`config.mk`:
```
export PLATFORM = sky130hd
export DESIGN_NAME = weighted_draw_no_repeat
export DESIGN_NICKNAME = d
export VERILOG_FILES = /design/src/hw/rtl/wdnr_pkg.sv /design/src/hw/rtl/wdnr_datapath.sv /design/src/hw/rtl/wdnr_ctrl.sv /design/src/hw/rtl/weighted_draw_no_repeat.sv
export SDC_FILE = /design/constraint.sdc
export NUM_CORES = 1
export LEC_CHECK = 0
export ABC_CLOCK_PERIOD_IN_PS = 6500
export BUFFER_PORTS_ARGS = -buffer_cell sky130_fd_sc_hd__buf_2
export CORE_MARGIN = 2
export CORE_UTILIZATION = 35
export CTS_CLUSTER_SIZE = 24
export DETAILED_ROUTE_END_ITERATION = 16
export HOLD_SLACK_MARGIN = 0.08
export PLACE_DENSITY = 0.57
export SLEW_MARGIN = 10
export SYNTH_ARGS = -nofsm -noshare
export SYNTH_HDL_FRONTEND = slang
export SYNTH_SLANG_ARGS = --single-unit
```
`constraint.sdc`:
```
create_clock -name clk -period 6.5 [get_ports clk]
set_input_delay 0.325 -clock clk [delete_from_list [all_inputs] [get_ports clk]]
set_output_delay 0.325 -clock clk [all_outputs]
set_load 0.01 [all_outputs]
```
`src/hw/rtl/wdnr_pkg.sv`:
```
// ----------------------------------------------------------------------------
// wdnr_pkg
// Shared codes, field widths and controller/datapath handshake structs for
// the weighted draw without immediate repeat block.
// ----------------------------------------------------------------------------
package wdnr_pkg;

  // field widths fixed by the interface
  localparam int ACT_W    = 7;
  localparam int TOK_W    = 8;
  localparam int LIM_W    = 8;
  localparam int SLOT_W   = 6;
  localparam int STATUS_W = 3;
  localparam int LEFT_W   = 14;
  localparam int CFG_AW   = 4;
  localparam int CFG_DW   = 32;

  // register indexes (byte address / 4)
  localparam logic [1:0] REG_ACTIVE_SLOTS   = 2'd0;
  localparam logic [1:0] REG_INITIAL_TOKENS = 2'd1;
  localparam logic [1:0] REG_REPEAT_LIMIT   = 2'd2;

  // register reset values
  localparam logic [ACT_W-1:0] ACTIVE_SLOTS_RST   = 7'd64;
  localparam logic [TOK_W-1:0] INITIAL_TOKENS_RST = 8'd1;
  localparam logic [LIM_W-1:0] REPEAT_LIMIT_RST   = 8'd12;

  // input commands
  localparam logic CMD_DRAW   = 1'b0;
  localparam logic CMD_RELOAD = 1'b1;

  // result status codes
  localparam logic [STATUS_W-1:0] ST_PLACED     = 3'd0;
  localparam logic [STATUS_W-1:0] ST_REPEAT     = 3'd1;
  localparam logic [STATUS_W-1:0] ST_ALL_PLACED = 3'd2;
  localparam logic [STATUS_W-1:0] ST_GAVE_UP    = 3'd3;
  localparam logic [STATUS_W-1:0] ST_RELOADED   = 3'd4;

  // controller to datapath commands
  typedef struct packed {
    logic take_in;     // latch input word, clear total and slot counter
    logic idx_clr;     // slot counter to zero
    logic idx_inc;     // slot counter plus one
    logic clr_wr;      // write zero at slot counter
    logic reload_wr;   // write reload count at slot counter, accumulate total
    logic rd_sum;      // read slot counter, add into total
    logic rd_scan;     // read slot counter, add into prefix and test
    logic mul;         // scale fraction by total into target
    logic fin_reload;  // result: reloaded, clear draw history
    logic fin_gaveup;  // result: gave up
    logic fin_empty;   // result: all placed
    logic update;      // result: placed or repeat, update history and store
    logic out_load;    // move result into output register
  } ctrl_cmd_t;

  // datapath to controller status
  typedef struct packed {
    logic idx_last;    // slot counter at last active slot
    logic idx_max;     // slot counter at last slot of store
    logic gave_up;     // drawing has given up
    logic total_zero;  // no tokens left
    logic out_busy;    // output register holds a word not taken
  } ctrl_sts_t;

endpackage

```
`src/hw/rtl/wdnr_datapath.sv`:
```
// ----------------------------------------------------------------------------
// wdnr_datapath
// Token store, slot counter, sum/scan accumulators, target multiplier, draw
// history and output register.
// ----------------------------------------------------------------------------
module wdnr_datapath #(
  parameter int MAX_SLOTS   = 64,
  parameter int RANDOM_BITS = 16
) (
  input  logic                             clk,
  input  logic                             rst_n,
  input  wdnr_pkg::ctrl_cmd_t              cmd,
  output wdnr_pkg::ctrl_sts_t              sts,
  input  logic [RANDOM_BITS-1:0]           in_frac,
  input  logic [wdnr_pkg::ACT_W-1:0]       cfg_active_slots,
  input  logic [wdnr_pkg::TOK_W-1:0]       cfg_initial_tokens,
  input  logic [wdnr_pkg::LIM_W-1:0]       cfg_repeat_limit,
  output logic                             out_valid,
  input  logic                             out_ready,
  output logic [wdnr_pkg::SLOT_W-1:0]      out_slot,
  output logic [wdnr_pkg::STATUS_W-1:0]    out_status,
  output logic [wdnr_pkg::LEFT_W-1:0]      out_left
);
  import wdnr_pkg::*;

  localparam int SW = $clog2(MAX_SLOTS);
  localparam int CW = (SW + 1 > ACT_W) ? SW + 1 : ACT_W;
  localparam int TW = $clog2(MAX_SLOTS * 255 + 1);
  localparam int RB = RANDOM_BITS;
  localparam int PW = RB + TW;

  // token store
  logic [TOK_W-1:0] mem [MAX_SLOTS];
  logic [TOK_W-1:0] rd_data_r;
  logic             mem_we;
  logic [SW-1:0]    mem_wa;
  logic [TOK_W-1:0] mem_wd;

  logic [SW-1:0]    idx_r, idx_nxt;
  logic [SW-1:0]    rd_idx_q;
  logic             rd_sum_q, rd_scan_q;

  logic [RB-1:0]    frac_r;
  logic [TW-1:0]    total_r, total_nxt;
  logic [TW-1:0]    prefix_r, prefix_nxt;
  logic [TW-1:0]    target_r;
  logic             found_r;
  logic [SW-1:0]    slot_r;
  logic [TOK_W-1:0] cnt_r;
  logic             hit;

  logic [SW-1:0]    last_r;
  logic             last_none_r;
  logic [LIM_W-1:0] repeat_r, repeat_inc;
  logic             gave_up_r;
  logic             placed;

  logic [SW-1:0]       res_slot;
  logic [STATUS_W-1:0] res_status;
  logic [TW-1:0]       res_left;
  logic                res_load;

  logic                out_valid_r;
  logic [SW-1:0]       out_slot_r;
  logic [STATUS_W-1:0] out_status_r;
  logic [TW-1:0]       out_left_r;
  logic [SW-1:0]       res_slot_r;
  logic [STATUS_W-1:0] res_status_r;
  logic [TW-1:0]       res_left_r;

  logic [CW-1:0]     act_ext, n_clamp, nm1_w;
  logic [SW-1:0]     nm1;
  logic              in_range;
  logic [TOK_W-1:0]  reload_val;
  logic [PW-1:0]     prod;
  logic [SW+SLOT_W-1:0] slot_ext;
  logic [TW+LEFT_W-1:0] left_ext;

  // active slot count clamped to 1..MAX_SLOTS
  always_comb begin
    act_ext = CW'(cfg_active_slots);
    if (act_ext == '0) begin
      n_clamp = CW'(1);
    end else if (act_ext > CW'(MAX_SLOTS)) begin
      n_clamp = CW'(MAX_SLOTS);
    end else begin
      n_clamp = act_ext;
    end
    nm1_w = n_clamp - CW'(1);
    nm1   = nm1_w[SW-1:0];
  end

  assign in_range   = (idx_r <= nm1);
  assign reload_val = in_range ? cfg_initial_tokens : '0;

  // slot counter
  always_comb begin
    idx_nxt = idx_r;
    if (cmd.idx_clr || cmd.take_in) begin
      idx_nxt = '0;
    end else if (cmd.idx_inc) begin
      idx_nxt = idx_r + SW'(1);
    end
  end

  always_ff @(posedge clk) begin
    if (!rst_n) begin
      idx_r     <= '0;
      rd_sum_q  <= 1'b0;
      rd_scan_q <= 1'b0;
    end else begin
      idx_r     <= idx_nxt;
      rd_sum_q  <= cmd.rd_sum;
      rd_scan_q <= cmd.rd_scan;
    end
  end

  // store write port and registered read
  assign placed = last_none_r || (last_r != slot_r);

  always_comb begin
    mem_we = 1'b0;
    mem_wa = idx_r;
    mem_wd = '0;
    if (cmd.clr_wr) begin
      mem_we = 1'b1;
    end else if (cmd.reload_wr) begin
      mem_we = 1'b1;
      mem_wd = reload_val;
    end else if (cmd.update && placed && (cnt_r != '0)) begin
      mem_we = 1'b1;
      mem_wa = slot_r;
      mem_wd = cnt_r - TOK_W'(1);
    end
  end

  always_ff @(posedge clk) begin
    if (mem_we) begin
      mem[mem_wa] <= mem_wd;
    end
    rd_data_r <= mem[idx_r];
    rd_idx_q  <= idx_r;
  end

  // total accumulator
  always_comb begin
    total_nxt = total_r;
    if (cmd.take_in) begin
      total_nxt = '0;
    end else if (cmd.reload_wr) begin
      total_nxt = total_r + TW'(reload_val);
    end else if (rd_sum_q) begin
      total_nxt = total_r + TW'(rd_data_r);
    end
  end

  // scale target: floor(frac * total / 2^RB) + 1
  assign prod = PW'(frac_r) * PW'(total_r);

  // prefix scan, first slot reaching the target, else the last active slot
  assign prefix_nxt = prefix_r + TW'(rd_data_r);
  assign hit        = (prefix_nxt >= target_r) || (rd_idx_q == nm1);

  always_ff @(posedge clk) begin
    total_r <= total_nxt;
    if (cmd.take_in) begin
      frac_r <= in_frac;
    end
    if (cmd.mul) begin
      target_r <= prod[PW-1:RB] + TW'(1);
      prefix_r <= '0;
    end else if (rd_scan_q && !found_r) begin
      prefix_r <= prefix_nxt;
    end
    if (rd_scan_q && !found_r && hit) begin
      slot_r <= rd_idx_q;
      cnt_r  <= rd_data_r;
    end
  end

  always_ff @(posedge clk) begin
    if (!rst_n) begin
      found_r <= 1'b0;
    end else if (cmd.mul) begin
      found_r <= 1'b0;
    end else if (rd_scan_q && hit) begin
      found_r <= 1'b1;
    end
  end

  // draw history
  assign repeat_inc = (repeat_r == '1) ? repeat_r : repeat_r + LIM_W'(1);

  always_ff @(posedge clk) begin
    if (!rst_n) begin
      last_none_r <= 1'b1;
      repeat_r    <= '0;
      gave_up_r   <= 1'b0;
    end else if (cmd.fin_reload) begin
      last_none_r <= 1'b1;
      repeat_r    <= '0;
      gave_up_r   <= 1'b0;
    end else if (cmd.update) begin
      if (placed) begin
        last_none_r <= 1'b0;
        repeat_r    <= '0;
      end else begin
        repeat_r <= repeat_inc;
        if (repeat_inc >= cfg_repeat_limit) begin
          gave_up_r <= 1'b1;
        end
      end
    end
  end

  always_ff @(posedge clk) begin
    if (cmd.update && placed) begin
      last_r <= slot_r;
    end
  end

  // result selection
  always_comb begin
    res_load   = 1'b1;
    res_slot   = '0;
    res_status = ST_RELOADED;
    res_left   = total_r;
    priority if (cmd.fin_reload) begin
      res_status = ST_RELOADED;
    end else if (cmd.fin_gaveup) begin
      res_status = ST_GAVE_UP;
    end else if (cmd.fin_empty) begin
      res_status = ST_ALL_PLACED;
      res_left   = '0;
    end else if (cmd.update) begin
      res_slot   = slot_r;
      res_status = placed ? ST_PLACED : ST_REPEAT;
      res_left   = placed ? total_r - TW'(1) : total_r;
    end else begin
      res_load = 1'b0;
    end
  end

  always_ff @(posedge clk) begin
    if (res_load) begin
      res_slot_r   <= res_slot;
      res_status_r <= res_status;
      res_left_r   <= res_left;
    end
    if (cmd.out_load) begin
      out_slot_r   <= res_slot_r;
      out_status_r <= res_status_r;
      out_left_r   <= res_left_r;
    end
  end

  // output register valid
  always_ff @(posedge clk) begin
    if (!rst_n) begin
      out_valid_r <= 1'b0;
    end else if (cmd.out_load) begin
      out_valid_r <= 1'b1;
    end else if (out_ready) begin
      out_valid_r <= 1'b0;
    end
  end

  assign slot_ext   = {{SLOT_W{1'b0}}, out_slot_r};
  assign left_ext   = {{LEFT_W{1'b0}}, out_left_r};
  assign out_valid  = out_valid_r;
  assign out_slot   = slot_ext[SLOT_W-1:0];
  assign out_status = out_status_r;
  assign out_left   = left_ext[LEFT_W-1:0];

  // status to controller
  assign sts.idx_last   = (idx_r == nm1);
  assign sts.idx_max    = (idx_r == SW'(MAX_SLOTS - 1));
  assign sts.gave_up    = gave_up_r;
  assign sts.total_zero = (total_r == '0);
  assign sts.out_busy   = out_valid_r && !out_ready;

endmodule

```
`src/hw/rtl/wdnr_ctrl.sv`:
```
// ----------------------------------------------------------------------------
// wdnr_ctrl
// Sequencer: clearing pass after reset, reload sweep, sum pass, target
// scaling, scan pass, history update and result hand-off.
// ----------------------------------------------------------------------------
module wdnr_ctrl (
  input  logic                clk,
  input  logic                rst_n,
  input  logic                in_valid,
  input  logic                in_cmd,
  output logic                in_ready,
  input  wdnr_pkg::ctrl_sts_t sts,
  output wdnr_pkg::ctrl_cmd_t cmd
);
  import wdnr_pkg::*;

  typedef enum logic [11:0] {
    S_CLEAR  = 12'b0000_0000_0001,
    S_IDLE   = 12'b0000_0000_0010,
    S_RELOAD = 12'b0000_0000_0100,
    S_RLDONE = 12'b0000_0000_1000,
    S_SUM    = 12'b0000_0001_0000,
    S_SUMW   = 12'b0000_0010_0000,
    S_CHECK  = 12'b0000_0100_0000,
    S_MUL    = 12'b0000_1000_0000,
    S_SCAN   = 12'b0001_0000_0000,
    S_SCANW  = 12'b0010_0000_0000,
    S_UPDATE = 12'b0100_0000_0000,
    S_FINISH = 12'b1000_0000_0000
  } state_t;

  state_t state_r, state_nxt;

  assign in_ready = (state_r == S_IDLE);

  // next state and commands
  always_comb begin
    state_nxt = state_r;
    cmd       = '0;
    unique case (state_r)
      S_CLEAR: begin
        cmd.clr_wr  = 1'b1;
        cmd.idx_inc = 1'b1;
        if (sts.idx_max) begin
          cmd.idx_clr = 1'b1;
          state_nxt   = S_IDLE;
        end
      end
      S_IDLE: begin
        if (in_valid) begin
          cmd.take_in = 1'b1;
          state_nxt   = (in_cmd == CMD_RELOAD) ? S_RELOAD : S_SUM;
        end
      end
      S_RELOAD: begin
        cmd.reload_wr = 1'b1;
        cmd.idx_inc   = 1'b1;
        if (sts.idx_max) begin
          state_nxt = S_RLDONE;
        end
      end
      S_RLDONE: begin
        cmd.fin_reload = 1'b1;
        state_nxt      = S_FINISH;
      end
      S_SUM: begin
        cmd.rd_sum  = 1'b1;
        cmd.idx_inc = 1'b1;
        if (sts.idx_last) begin
          state_nxt = S_SUMW;
        end
      end
      S_SUMW: begin
        state_nxt = S_CHECK;
      end
      S_CHECK: begin
        priority if (sts.gave_up) begin
          cmd.fin_gaveup = 1'b1;
          state_nxt      = S_FINISH;
        end else if (sts.total_zero) begin
          cmd.fin_empty = 1'b1;
          state_nxt     = S_FINISH;
        end else begin
          state_nxt = S_MUL;
        end
      end
      S_MUL: begin
        cmd.mul     = 1'b1;
        cmd.idx_clr = 1'b1;
        state_nxt   = S_SCAN;
      end
      S_SCAN: begin
        cmd.rd_scan = 1'b1;
        cmd.idx_inc = 1'b1;
        if (sts.idx_last) begin
          state_nxt = S_SCANW;
        end
      end
      S_SCANW: begin
        state_nxt = S_UPDATE;
      end
      S_UPDATE: begin
        cmd.update = 1'b1;
        state_nxt  = S_FINISH;
      end
      S_FINISH: begin
        if (!sts.out_busy) begin
          cmd.out_load = 1'b1;
          state_nxt    = S_IDLE;
        end
      end
      default: begin
        state_nxt = S_CLEAR;
      end
    endcase
  end

  always_ff @(posedge clk) begin
    if (!rst_n) begin
      state_r <= S_CLEAR;
    end else begin
      state_r <= state_nxt;
    end
  end

endmodule

```
`src/hw/rtl/weighted_draw_no_repeat.sv`:
```
// ----------------------------------------------------------------------------
// weighted_draw_no_repeat
// Roulette-wheel slot draw without immediate repeat, over a store of
// per-slot token counts, with an APB register port.
// ----------------------------------------------------------------------------
//  channel | direction | payload
//  in_     | slave     | tuser: cmd; tdata: random_fraction
//  out_    | master    | tuser: draw_status; tdata: chosen_slot, tokens_left
//  cfg_    | apb slave | active_slots, initial_tokens, repeat_limit
//
//  draw: a sum pass and a scan pass over the one-port token store for n
//  active slots; the sum pass only when given up or empty
//  reload: one store write per cycle
//  after reset a clearing pass zeroes the store, in_tready
//  low; register writes are taken throughout
//  a stalled out_ holds the item in its last cycle until the register frees
// ----------------------------------------------------------------------------
module weighted_draw_no_repeat #(
  parameter int MAX_SLOTS   = 64,
  parameter int RANDOM_BITS = 16
) (
  input  logic                                   clk,
  input  logic                                   rst_n,
  // in_tdata: random_fraction; in_tuser: cmd
  input  logic                                   in_tvalid,
  output logic                                   in_tready,
  input  logic [((RANDOM_BITS+7)/8)*8-1:0]       in_tdata,
  input  logic                                   in_tuser,
  // out_tdata: chosen_slot, tokens_left; out_tuser: draw_status
  output logic                                   out_tvalid,
  input  logic                                   out_tready,
  output logic [23:0]                            out_tdata,
  output logic [wdnr_pkg::STATUS_W-1:0]          out_tuser,
  // register port
  input  logic                                   cfg_psel,
  input  logic                                   cfg_penable,
  input  logic                                   cfg_pwrite,
  input  logic [wdnr_pkg::CFG_AW-1:0]            cfg_paddr,
  input  logic [wdnr_pkg::CFG_DW-1:0]            cfg_pwdata,
  output logic [wdnr_pkg::CFG_DW-1:0]            cfg_prdata,
  output logic                                   cfg_pready
);
  import wdnr_pkg::*;

  logic [ACT_W-1:0] active_slots_r;
  logic [TOK_W-1:0] initial_tokens_r;
  logic [LIM_W-1:0] repeat_limit_r;
  logic             cfg_wr;
  logic [1:0]       cfg_idx;

  ctrl_cmd_t           cmd;
  ctrl_sts_t           sts;
  logic [SLOT_W-1:0]   out_slot;
  logic [LEFT_W-1:0]   out_left;

  // register port
  assign cfg_pready = 1'b1;
  assign cfg_wr     = cfg_psel && cfg_penable && cfg_pwrite && cfg_pready;
  assign cfg_idx    = cfg_paddr[3:2];

  always_ff @(posedge clk) begin
    if (!rst_n) begin
      active_slots_r   <= ACTIVE_SLOTS_RST;
      initial_tokens_r <= INITIAL_TOKENS_RST;
      repeat_limit_r   <= REPEAT_LIMIT_RST;
    end else if (cfg_wr) begin
      unique case (cfg_idx)
        REG_ACTIVE_SLOTS:   active_slots_r   <= cfg_pwdata[ACT_W-1:0];
        REG_INITIAL_TOKENS: initial_tokens_r <= cfg_pwdata[TOK_W-1:0];
        REG_REPEAT_LIMIT:   repeat_limit_r   <= cfg_pwdata[LIM_W-1:0];
        default: ;
      endcase
    end
  end

  // read back
  always_comb begin
    unique case (cfg_idx)
      REG_ACTIVE_SLOTS:   cfg_prdata = CFG_DW'(active_slots_r);
      REG_INITIAL_TOKENS: cfg_prdata = CFG_DW'(initial_tokens_r);
      REG_REPEAT_LIMIT:   cfg_prdata = CFG_DW'(repeat_limit_r);
      default:            cfg_prdata = '0;
    endcase
  end

  // sequencer
  wdnr_ctrl u_ctrl (
    .clk      (clk),
    .rst_n    (rst_n),
    .in_valid (in_tvalid),
    .in_cmd   (in_tuser),
    .in_ready (in_tready),
    .sts      (sts),
    .cmd      (cmd)
  );

  // token store and arithmetic
  wdnr_datapath #(
    .MAX_SLOTS   (MAX_SLOTS),
    .RANDOM_BITS (RANDOM_BITS)
  ) u_datapath (
    .clk                (clk),
    .rst_n              (rst_n),
    .cmd                (cmd),
    .sts                (sts),
    .in_frac            (in_tdata[RANDOM_BITS-1:0]),
    .cfg_active_slots   (active_slots_r),
    .cfg_initial_tokens (initial_tokens_r),
    .cfg_repeat_limit   (repeat_limit_r),
    .out_valid          (out_tvalid),
    .out_ready          (out_tready),
    .out_slot           (out_slot),
    .out_status         (out_tuser),
    .out_left           (out_left)
  );

  assign out_tdata = {4'b0000, out_left, out_slot};

  // one item in flight: accepting closes the input side
  a_accept_closes: assert property (@(posedge clk) disable iff (!rst_n)
    in_tvalid && in_tready |=> !in_tready)
    else $error("input still open after accepting an item");

  // a result appears only after work that held the input closed
  a_result_after_work: assert property (@(posedge clk) disable iff (!rst_n)
    $rose(out_tvalid) |-> !$past(in_tready))
    else $error("result raised without a preceding work cycle");

  // only placed and repeat results name a slot
  a_slot_zero: assert property (@(posedge clk) disable iff (!rst_n)
    out_tvalid && out_tuser != ST_PLACED && out_tuser != ST_REPEAT
      |-> out_tdata[SLOT_W-1:0] == '0)
    else $error("slot reported on a result without a draw");

endmodule
```
Word-level counts from Yosys, hierarchy flattened
Memories as Yosys holds them, arrays and structs flattened. A register that Yosys moved wholly into a read port is not among the register bits.
Cells that the tools add are included.
{ "op_classes": {"addsub": 9, "mul": 1, "n_lt_le_gt_ge": 4, "n_eq_ne": 25, "muxes": 62, "bitwise_logic": 3, "n_reduce_logical": 31} }
{ "ops": {"columns": ["op", "count"], "rows": [
  ["one-hot mux 12 bit (11 select lines)", 1],
  ["2-to-1 mux 14 bit", 7],
  ["2-to-1 mux 12 bit", 8],
  ["2-to-1 mux 8 bit", 6],
  ["adder 14 x 8 -> 14 bit", 3],
  ["multiplier 16 x 14 -> 30 bit", 1],
  ["2-to-1 mux 6 bit", 5],
  ["2-to-1 mux 1 bit", 28],
  ["one-hot mux 8 bit (3 select lines)", 1],
  ["adder 14 x 1 -> 14 bit (second input constant)", 1],
  [">= comparator 14 bit", 1],
  ["zero test 14 bit", 1],
  ["subtractor 14 x 1 -> 14 bit (second input constant)", 1],
  ["equality test 12 x 1 -> 1 bit (second input constant)", 1],
  ["equality test 12 x 10 -> 1 bit (second input constant)", 1],
  ["equality test 12 x 11 -> 1 bit (second input constant)", 1],
  ["equality test 12 bit (second input constant)", 1],
  ["equality test 12 x 2 -> 1 bit (second input constant)", 1],
  ["equality test 12 x 3 -> 1 bit (second input constant)", 1],
  ["equality test 12 x 4 -> 1 bit (second input constant)", 1],
  ["equality test 12 x 5 -> 1 bit (second input constant)", 1],
  ["equality test 12 x 6 -> 1 bit (second input constant)", 1],
  ["equality test 12 x 7 -> 1 bit (second input constant)", 1],
  ["equality test 12 x 8 -> 1 bit (second input constant)", 1],
  ["32 further kinds", 60]
]} }
{ "totals": {"ff_bits": 185, "ramBits": 512, "out_inout_bits": 62, "mem_count": 1} }
{ "memory_table": {"columns": ["name", "depth", "word_bits", "read_ports", "rd_ports_with_merged_regs", "wr", "line_no", "source"], "rows": [
  ["u_datapath.mem", 64, 8, 1, 1, 1, "wdnr_datapath.sv:33", "logic [TOK_W-1:0] mem [MAX_SLOTS];"]
]} }

Logic depth before layout (Yosys ltp)
Gate-level depths: netlist of the first run.
{ "logic_depth": {"word_depth": 9, "ltp_mapped": 28} }

Modules after synthesis
A second synthesis of the first run with hierarchy kept.
{ "unflattened": {"cells_unflattened": 2699, "hier_area_um2": 37191.9} }
{ "by_module_without_submodules": {"columns": ["mod", "instances", "cells_per_inst", "area_per_inst_um2", "seq_area_each_um2"], "rows": [
  ["wdnr_datapath", 1, 2446, 35043.6, 19498.7],
  ["weighted_draw_no_repeat", 1, 150, 1308.8, 460.4],
  ["wdnr_ctrl", 1, 103, 839.6, 240.2]
]} }

Least setup slack after synthesis of the first run
No wires, ideal clock.
{ "synth_path": {"path_kind": "flip-flop to flip-flop", "from": "register u_datapath.total_r[6]", "to": "register u_datapath.target_r[13] (data pin)", "setup_time_ps": 260, "arrival_ps": 6360, "t_required_ps": 6240, "setup_slack_ps": -120, "path_stages_with_launch": 24, "synth_period_minus_slack_ps": 6620, "path_cell_list": "dfxtp_1 > clkbuf_1 > clkbuf_1 > nand2_1 > fa_1 > fa_1 > fa_1 > inv_1 > fa_1 > fa_1 > inv_1 > fa_1 > inv_1 > ha_1 > a21oi_2 > nand2_1 > a31oi_1 > a21boi_2 > a221o_1 > or4_4 > nand4bb_1 > a211o_1 > nand4_2 > xnor2_1"} }
{ "synth_via": {"elab_chain_cells": 2} }
{ "synth_rtl": {"columns": ["element", "line_no", "source"], "rows": [
  ["start: declaration", "wdnr_datapath.sv:44", "logic [TW-1:0] total_r, total_nxt;"],
  ["start signal: assignment", "wdnr_datapath.sv:165", "total_r <= total_nxt;"],
  ["multiplier 16 x 14 -> 30 bit", "wdnr_datapath.sv:158", "assign prod = PW'(frac_r) * PW'(total_r);"],
  ["adder 14 x 1 -> 14 bit", "wdnr_datapath.sv:170", "target_r <= prod[PW-1:RB] + TW'(1);"],
  ["end signal: assignment", "wdnr_datapath.sv:170", null],
  ["end: declaration", "wdnr_datapath.sv:46", "logic [TW-1:0] target_r;"]
]} }
No other way between the ends.
A chain may end at the register's enable or synchronous reset.

Worst setup path after layout of the first run
{ "layout_path": {"from": "register u_datapath.frac_r[9]", "to": "register u_datapath.target_r[13] (data pin)"} }
{ "layout_via": {"elab_chain_cells": 2} }
{ "layout_rtl": {"columns": ["element", "line_no", "source"], "rows": [
  ["start: declaration", "wdnr_datapath.sv:43", "logic [RB-1:0] frac_r;"],
  ["start signal: assignment", "wdnr_datapath.sv:167", "frac_r <= in_frac;"],
  ["multiplier 16 x 14 -> 30 bit", "wdnr_datapath.sv:158", null],
  ["adder 14 x 1 -> 14 bit", "wdnr_datapath.sv:170", null]
]} }
No other way between the ends.

==> key figures, run 1 <==
Floorplan
  • Core box area: 104,000 um^2
  • Die area: 108,000 um^2
  • Rows: 118
  • Die H: 328 um
  • I/O Pins: 122
  • Die Wd: 328 um
  • Starting density of the core: 35.4%

Route
  • DRT Wirelength: 87,600 um
  • Vias per Instance: 5.06
  • Drt drc: 0
  • First drt pass iteration count: 7
  • Drt first-iter violations: 1,561
  • WL per Instance: 20.5 um
  • Via count: 21,667
  • Final ANT Viol Nets: 0

Clock network
  • CTS sink cnt: 705
  • CTS Root Cell: clkbuf_16
  • TritonCTS Buffers: 74
  • CTS tree: yes
  • CTS clock-pin slew for the worst setup and hold paths: 60 ps
  • Maximum buffer depth of the clock tree: 3
  • H-tree levels: 3
  • Clk Latency, worst-skew pair: 650 ps

Synth
  • Synthesized instance count: 2,627
  • Mean post-synth cell area: 14.0 um^2
  • Share of the yosys chip area belonging to registers: 55.0%
  • Post-synth cell types: 84
  • Seq cells post-synth: 705
  • Main synth FF type: edfxtp_1
  • Ys Warns: 0
  • Ys async rst share: 0%
  • Number of flops mapped to enable cells by yosys: 608
  • Post-synthesis cell area: 36,700 um^2

Place
  • Placed cell areas: 39,300 um^2
  • GP Congestion: 0.859
  • DP Wirelength: 60,800 um
  • Buffers added on ports: 66

Timing
  • Final hold viol count: 0
  • Maximum clock rate: 150 MHz
  • Worst Tran Pin Value: 1040 ps
  • Crit share post-route: 103%
  • Clk_skew: 40.6 ps
  • RSZ-0062 raised after global routing: true
  • Setup WS post-layout: -165 ps
  • Crit path time final: 6670 ps
  • Slew Limit Fails: 0
  • Final setup violation count: 6
  • Normalized max-slew margin: 30.6%

Setup path
  • Crit path capture type: register
  • CP Launch Type: register
  • WP data arrival: 7020 ps
  • CP required: 6860 ps
  • Critical path type: register to register
  • Critical path fanouts, max: 5
  • Reg-to-reg setup timing slack: -170 ps

Final layout
  • Fin nets: 3,212
  • Final Instance Area: 42,600 um^2
  • Fraction of layout cells with a size suffix above 1: 20.7%
  • Syn-to-layout area delta: 16.0%

Status
  • Status: complete, but fails checks
  • Failing checks: negative setup slack

Global route
  • Global-route wire length before repair: 135,000 um
  • Congestion Overflow GR: 0
  • Initial antenna violation count: 0
  • Vias in the first global route: 22,471
  • GR Util All Layers: 16.3%
  • Largest net degree at the start of global routing: 65

Flow run
  • Max cap viols: 0

Worst hold path
  • Hold Crit Class: input pin to register
==> routing by layer <==
layer | up-vias | part of all wire (%) | GRT usage (%)
li1 | 9805 | - | -
met1 | 11244 | 43 | 21.7
met2 | 494 | 50 | 27.8
met3 | 124 | 4.2 | 2.42
met4 | 0 | 2.4 | 4.52
met5 | - | 0 | 0
==> worst max-delay path, stage by stage, from the launching register on <==
cell and delay, ps:
edfxtp_1 460, buf_6 170, buf_6 110, and2_4 140, fa_1 490, inv_1 60
fa_1 360, inv_1 110, fa_1 420, fa_1 540, fa_1 510, inv_1 50
fa_1 480, inv_1 50, ha_1 310, a21oi_1 260, o21ai_4 110, buf_4 150
buf_4 120, nand2_1 60, a21oi_1 50, a221o_1 280, or4_4 490, nand4bb_4 230
a211o_1 250, nand4_2 70, xnor2_1 70
==> Yosys cell counts (15+ instances only) <==
library cell / n / share of area (%)
edfxtp_1: 608 / 50
buf_4: 30 / 0.61
xnor2_1: 55 / 1.3
a21oi_1: 73 / 0.99
nand2_1: 246 / 2.5
xor2_1: 26 / 0.62
o21ai_0: 54 / 0.74
ha_1: 143 / 4.9
clkbuf_1: 83 / 0.85
fa_1: 166 / 9.0
nand4_1: 16 / 0.27
mux4_2: 168 / 10
buf_2: 16 / 0.22
nor2b_1: 15 / 0.26
nand3_1: 32 / 0.44
inv_1: 233 / 2.4
dfxtp_1: 97 / 5.3
nor2_1: 175 / 1.8
nor3_1: 19 / 0.26
mux2i_1: 41 / 1.1
and2_1: 114 / 1.9
==> sequential cells by signal, indices dropped and copies added (netlist names), 7 cells and up <==
signal                 count
u_datapath.mem           512
u_datapath.frac_r         16
u_datapath.out_left       14
u_datapath.prefix_r       14
u_datapath.res_left_r     14
u_datapath.target_r       14
u_datapath.total_r        14
u_ctrl.state_r            12
initial_tokens_r           8
repeat_limit_r             8
u_datapath.cnt_r           8
u_datapath.rd_data_r       8
u_datapath.repeat_r        8
active_slots_r             7
==> cell usage in the layout (no fill, tap or decap), types with 8 or more instances in the layout <==
cell type,netlist,final
ha_1,143,135
mux2i_1,41,39
o21ai_4,0,9
inv_1,233,228
nor2b_1,15,15
a21o_1,8,8
clkbuf_1,83,16
o21ai_0,54,42
dfxtp_1,97,88
nand2_1,246,240
and2_1,114,109
buf_4,30,143
or3_1,14,14
nand2b_1,14,14
mux4_2,168,168
conb_1,2,29
xnor2_1,55,54
dlygate4sd3_1,0,31
buf_6,1,15
nor3b_1,10,8
a21oi_1,73,70
nand4_1,16,16
nand3_1,32,32
o211ai_1,12,12
nor4_1,10,9
clkbuf_16,0,74
o21bai_1,8,8
xor2_1,26,25
nor3_1,19,17
clkinv_1,1,15
buf_2,16,66
edfxtp_1,608,608
a22oi_1,8,8
fa_1,166,161
o21a_1,14,14
clkinv_2,0,10
nor2_1,175,172
==> area by class of cell <==
| cell class | count | area (um^2) |
|---|---|---|
| antenna | 1 | 2.50 |
| clock buffer | 95 | 1980 |
| clock inverter | 35 | 374 |
| fill | 9485 | 61200 |
| inverter | 234 | 878 |
| multi-input combinational | 1572 | 15500 |
| sequential | 705 | 20200 |
| tap | 1380 | 1730 |
| timing repair buffer | 256 | 1900 |
==> worst paths after layout <==
path              depth (start not counted)                                 from                           endpoint
setup / recovery                         26       u_datapath.frac_r[9]$_DFFE_PP_  u_datapath.target_r[13]$_DFFE_PP_
hold / removal                            5                          cfg_penable     repeat_limit_r[3]$_SDFFE_PN1P_
setup reg to reg                         26       u_datapath.frac_r[9]$_DFFE_PP_  u_datapath.target_r[13]$_DFFE_PP_
hold reg to reg                           0  u_datapath.res_left_r[10]$_DFFE_PP_  u_datapath.out_left[10]$_DFFE_PP_
==> timing repair <==
item                                   4_1_cts  5_1_grt
gates resized for setup                     40       47
hold buffers                                31        0
setup buffers                               18       19
endpoints found under the hold margin       47        0
pin swaps                                   27       31
setup endpoints to repair                    8       10
==> logic make-up after synthesis <==
group                    after synthesis  synth area share, %
AND/OR/NAND/NOR                      718                 9.58
flip-flops                           705                 55.0
buffers and inverters                377                 4.24
adder cells (fa/ha/maj)              309                 13.9
AO/OA/AOI/OAI                        225                 3.88
multiplexers                         210                 11.4
XOR/XNOR                              81                 1.93
other                                  2               0.0204
==> per-stage QoR <==
step / utilization [%] / setup TNS (ps) / hold slack, ps / std cells / setup slack [ps]
global route: 41.0 / -2200 / 342 / 4277 / -383
floorplan: - / 0 / 354 / 2654 / 4.27
detailed placement: 37.8 / -1320 / 405 / 4080 / -320
finish: 41.0 / -524 / 336 / 4278 / -165
global placement: 37.8 / -485 / 407 / 4080 / -175
CTS: 40.7 / -170 / 299 / 4259 / -85.9
Power of run 1 is not shown: default switching activity piles up to over one toggle a cycle in this logic, so the estimate is an artifact.
==> inputs of run 2 (changes only) <==
PLACE_DENSITY = not set   (was 0.57)
PLACE_DENSITY_LB_ADDON = 0.1   (was not set)
==> key figures, run 2 (synthesis gave the netlist of run 1 again) <==
Worst hold path
  • Hold Crit Class: input pin to register
  • Beginning of the worst hold path: cfg_paddr[3]
  • Worst Hold End: initial_tokens_r[4]$_SDFFE_PN0P_
  • Hold path cells: 5 (unchanged)

Global route
  • Vias in the first global route: 22,638 (+0.74%)
  • Initial antenna violation count: 0 (unchanged)
  • GR Util All Layers: 17.4% (+1.1 points)
  • Congestion Overflow GR: 0 (unchanged)
  • Largest net degree at the start of global routing: 97 (+49%)
  • Global-route wire length before repair: 142,000 um (+4.8%)

Clock network
  • Maximum buffer depth of the clock tree: 3 (unchanged)
  • CTS sink cnt: 705 (unchanged)
  • TritonCTS Buffers: 78 (+5.4%)
  • CTS Root Cell: clkbuf_16
  • H-tree levels: 3 (unchanged)
  • CTS tree: yes
  • Clk Latency, worst-skew pair: 650 ps (about the same)
  • CTS clock-pin slew for the worst setup and hold paths: 60 ps (about the same)

Timing
  • Clk_skew: 60.7 ps (+20.0 ps)
  • Final setup violation count: 6 (unchanged)
  • Setup WS post-layout: -169 ps (-3.37 ps)
  • Maximum clock rate: 150 MHz (about the same)
  • Crit share post-route: 103% (about the same)
  • Normalized max-slew margin: 25.8% (-4.7 points)
  • Final hold viol count: 0 (unchanged)
  • Slew Limit Fails: 0 (unchanged)
  • Worst Tran Pin Value: 1110 ps (+73.4 ps)
  • Crit path time final: 6670 ps (+3.37 ps)
  • RSZ-0062 raised after global routing: true

Route
  • DRT Wirelength: 92,600 um (+5.7%)
  • First drt pass iteration count: 5 (-2)
  • Via count: 21,588 (-0.36%)
  • Drt drc: 0 (unchanged)
  • Vias per Instance: 5.03 (-0.71%)
  • Final ANT Viol Nets: 0 (unchanged)
  • Drt first-iter violations: 1,651 (+5.8%)
  • WL per Instance: 21.6 um (+5.4%)

Setup path
  • RR Endpoint: u_datapath.target_r[10]$_DFFE_PP_
  • Max incr delay on CP: 550 ps (about the same)
  • CP Launch Type: register
  • R2R Path Start: u_datapath.frac_r[7]$_DFFE_PP_
  • CP required: 6840 ps (-20 ps)
  • WP data arrival: 7010 ps (about the same)
  • Reg-to-reg setup timing slack: -170 ps (about the same)
  • Cells on worst reg2reg path: 26 (unchanged)
  • Crit path capture type: register
  • Critical path fanouts, max: 4 (-1)
  • Critical path type: register to register
  • Worst path slowest cell: fa_1
  • Most frequent CP cell: fa_1

Final layout
  • Commonest cells after routing, fill and taps aside: edfxtp_1 (608), nand2_1 (240), inv_1 (223)
  • Fin nets: 3,219 (+0.22%)
  • Syn-to-layout area delta: 17.3%
  • Fraction of layout cells with a size suffix above 1: 21.9% (+1.2 points)
  • Fillers: 9,545 (+0.63%)
  • Regs by FF count: u_datapath.mem (512), u_datapath.frac_r (16)
  • Max reg flops: 512 (unchanged)
  • Most common cell after layout, fill and taps aside: edfxtp_1
  • Final Instance Area: 43,100 um^2 (+1.1%)
  • Largest Register: u_datapath.mem

Place
  • GP Congestion: 0.831 (-3.3%)
  • DP Wirelength: 64,600 um (+6.2%)
  • Buffers added on ports: 66 (unchanged)
  • Placed cell areas: 39,300 um^2 (+0.12%)

Floorplan
  • Starting density of the core: 35.4% (unchanged)
  • Die H: 328 um (unchanged)
  • Die area: 108,000 um^2 (unchanged)
  • I/O Pins: 122 (unchanged)
  • Core box area: 104,000 um^2 (unchanged)
  • Rows: 118 (unchanged)
  • Die Wd: 328 um (unchanged)

Status
  • Failing checks: negative setup slack
  • Status: complete, but fails checks

Flow run
  • Max cap viols: 0 (unchanged)
[run 2: worst max-delay path, delay by kind of cell, from the launching register on]
| family | cells | cell delay [ps] |
|---|---|---|
| AO/OA/AOI/OAI | 5 | 1010 |
| XOR/XNOR | 2 | 280 |
| adder cells (fa/ha/maj) | 7 | 3350 |
| buffers and inverters | 8 | 650 |
| flip-flops | 1 | 400 |
| AND/OR/NAND/NOR | 4 | 700 |
[run 2: worst max-delay path by stage]
stage	endpoint	slack, ps	from	cells past startpoint
floorplan	u_datapath.target_r[10]$_DFFE_PP_	4	u_datapath.frac_r[5]$_DFFE_PP_	25
global placement	u_datapath.target_r[13]$_DFFE_PP_	-220	u_datapath.frac_r[10]$_DFFE_PP_	23
detailed placement	u_datapath.target_r[13]$_DFFE_PP_	-250	u_datapath.frac_r[9]$_DFFE_PP_	23
CTS	u_datapath.target_r[13]$_DFFE_PP_	-90	u_datapath.frac_r[3]$_DFFE_PP_	23
global route	u_datapath.target_r[13]$_DFFE_PP_	-430	u_datapath.frac_r[9]$_DFFE_PP_	23
finish	u_datapath.target_r[10]$_DFFE_PP_	-170	u_datapath.frac_r[7]$_DFFE_PP_	26
[run 2: area by class of cell]
cell class                 count  area, um^2  area share [%]
timing repair buffer         259        1960            4.55
inverter                     234         878            2.04
multi-input combinational   1572       15700            36.4
clock inverter                48         602            1.40
sequential                   705       20200            46.9
clock buffer                  94        2030            4.72
antenna                        1        2.50         0.00581
tap                         1380        1730            4.01
[run 2: metrics by stage]
| step | TNS [ps] | setup slack (ps) | util (%) | hold slack, ps | cells |
|---|---|---|---|---|---|
| 2_1_floorplan | 0 | 4.27 | - | 354 | 2654 |
| 3_3_place_gp | -1030 | -216 | 37.9 | 401 | 4083 |
| 3_5_place_dp | -867 | -250 | 37.9 | 405 | 4083 |
| 4_1_cts | -220 | -93.3 | 41.0 | 292 | 4267 |
| 5_1_grt | -2500 | -431 | 41.5 | 326 | 4292 |
| 6_report | -458 | -169 | 41.5 | 324 | 4293 |
[run 2: per-layer routing]
layer	track usage, %	up-vias	part of all wire, %
li1	-	9831	-
met1	23.9	11177	45
met2	29.3	443	49
met3	2.19	137	3.5
met4	4.23	0	2.3
met5	0	-	0
[run 2: what timing repair did]
action                                  in CTS  in global routing
hold endpoints to repair                    48                  0
setup buffers                               12                 27
hold buffers                                30                  0
gates resized for setup                     41                 77
pin swaps                                   31                 52
endpoints found under the setup margin       9                 12
Power of run 2 is left out for the same reason.
==> inputs of run 3 (changes only) <==
==> constraint.sdc (replaced) <==
create_clock -name clk -period 6.5 [get_ports clk]
set_input_delay 0.65 -clock clk [delete_from_list [all_inputs] [get_ports clk]]
set_output_delay 0.65 -clock clk [all_outputs]
set_load 0.01 [all_outputs]
==> key figures, run 3 (synthesis gave the netlist of run 1 again) <==
Global route
  • Congestion Overflow GR: 0 (unchanged)
  • Global-route wire length before repair: 141,000 um (-0.78%)
  • Vias in the first global route: 22,452 (-0.82%)
  • GR Util All Layers: 17.3% (-0.055 points)
  • Largest net degree at the start of global routing: 105 (+8.2%)
  • Initial antenna violation count: 0 (unchanged)

Timing
  • Worst Tran Pin Value: 1140 ps (+31.4 ps)
  • Crit share post-route: 102% (-0.24 points)
  • Final hold viol count: 0 (unchanged)
  • Maximum clock rate: 150 MHz (+0.24%)
  • Slew Limit Fails: 0 (unchanged)
  • Setup TNS: -452 ps (+5.70 ps)
  • Crit path time final: 6650 ps (-15.7 ps)
  • Normalized max-slew margin: 23.8% (-2.0 points)
  • Clk_skew: 38.9 ps (-21.7 ps)
  • Final setup violation count: 6 (unchanged)
  • Setup WS post-layout: -153 ps (+15.7 ps)
  • RSZ-0062 raised after global routing: true

Clock network
  • CTS Root Cell: clkbuf_16
  • Clk Latency, worst-skew pair: 650 ps (about the same)
  • CTS sink cnt: 705 (unchanged)
  • H-tree levels: 3 (unchanged)
  • TritonCTS Buffers: 79 (+1.3%)
  • CTS tree: yes
  • Maximum buffer depth of the clock tree: 3 (unchanged)
  • Post-CTS Hold Buffers: 0 (-100%)
  • CTS clock-pin slew for the worst setup and hold paths: 60 ps (about the same)

Final layout
  • Commonest cells after routing, fill and taps aside: edfxtp_1 (608), nand2_1 (240), inv_1 (228)
  • Final Instance Area: 42,500 um^2 (-1.3%)
  • # diodes: 0 (-1)
  • Final cell count without fillers: 4,259 (-0.79%)
  • Fraction of layout cells with a size suffix above 1: 21.3% (-0.69 points)
  • Largest Register: u_datapath.mem
  • Syn-to-layout area delta: 15.8%
  • Fin nets: 3,185 (-1.1%)
  • Regs by FF count: u_datapath.mem (512), u_datapath.frac_r (16)
  • Most common cell after layout, fill and taps aside: edfxtp_1
  • Max reg flops: 512 (unchanged)

Place
  • Placed cell areas: 39,400 um^2 (+0.17%)
  • GP Congestion: 0.804 (-3.2%)
  • Pre-CTS setup slack: -368 ps (-117 ps)
  • Buffers added on ports: 66 (unchanged)
  • Placed insts: 4,090 (+0.17%)
  • DP Wirelength: 63,400 um (-1.8%)

Route
  • Drt first-iter violations: 1,573 (-4.7%)
  • Final ANT Viol Nets: 0 (unchanged)
  • Drt drc: 0 (unchanged)
  • Via count: 21,344 (-1.1%)
  • WL per Instance: 21.6 um (about the same)
  • Vias per Instance: 5.01 (-0.34%)
  • First drt pass iteration count: 5 (unchanged)
  • DRT Wirelength: 91,900 um (-0.80%)

Floorplan
  • I/O Pins: 122 (unchanged)
  • Rows: 118 (unchanged)
  • Die area: 108,000 um^2 (unchanged)
  • Core box area: 104,000 um^2 (unchanged)
  • Starting density of the core: 35.4% (unchanged)
  • Die H: 328 um (unchanged)
  • Die Wd: 328 um (unchanged)

Setup path
  • Critical path type: register to register
  • CP Launch Type: register
  • CP required: 6860 ps (+20 ps)
  • Cells on worst reg2reg path: 24 (-7.7%)
  • WP data arrival: 7020 ps (about the same)
  • Crit path capture type: register
  • Critical path fanouts, max: 5 (+1)

Status
  • Failing checks: negative setup slack
  • Status: complete, but fails checks

Flow run
  • Max cap viols: 0 (unchanged)

Worst hold path
  • Hold Crit Class: input pin to register
  • Hold path cells: 1 (-4)
-- run 3: layout make-up --
type                    instances  area (um^2)
fillers                      9606        61300
flip-flops and latches        705        20200
multi-input cells            1572        15600
clock buffers                 112         2180
well taps                    1380         1730
repair buffers                224         1610
inverters                     234          878
clock inverters                32          349
-- run 3: through the flow --
stage | hold WS (ps) | utilization (%)
2_1_floorplan | 354 | -
3_3_place_gp | 403 | 37.9
3_5_place_dp | 406 | 37.9
4_1_cts | 141 | 40.8
5_1_grt | 159 | 41.0
6_report | 188 | 41.0
-- run 3: worst paths after layout --
path	end	slack [ps]	start
hold reg to reg	u_datapath.out_left[0]$_DFFE_PP_	420	u_datapath.res_left_r[0]$_DFFE_PP_
setup reg to reg	u_datapath.target_r[13]$_DFFE_PP_	-150	u_datapath.frac_r[9]$_DFFE_PP_
hold / removal	u_datapath.frac_r[3]$_DFFE_PP_	190	in_tdata[3]
setup / recovery	u_datapath.target_r[13]$_DFFE_PP_	-150	u_datapath.frac_r[9]$_DFFE_PP_
-- run 3: per-layer routing --
metal	part of all wire, %	global-route usage, %
met5	0	0
met4	3.6	6.53
met3	4.2	2.92
met2	47	27.8
met1	45	23.7
-- run 3: what timing repair did --
action                                 4_1_cts  5_1_grt
pin swaps                                   51       49
resized for setup                           52       45
cloned                                       0        0
setup endpoints to repair                   11       12
buffers inserted                            21        7
endpoints found under the hold margin        0        0
-- run 3: worst max-delay path, cell delays in order (launching register included) --
cell and delay [ps]:
edfxtp_1 460, buf_6 170, and2_1 170, fa_1 530
inv_1 50, fa_1 480, inv_1 50, fa_1 470
fa_2 510, fa_1 490, inv_1 50, fa_1 480
inv_1 50, ha_1 290, buf_4 150, nand2_1 100
a21oi_4 70, buf_6 110, a21boi_4 150, a221o_1 350
or4_4 530, nand4bb_4 220, a211o_1 300, nand4_2 70
xnor2_1 70
Power of run 3 is left out for the same reason.
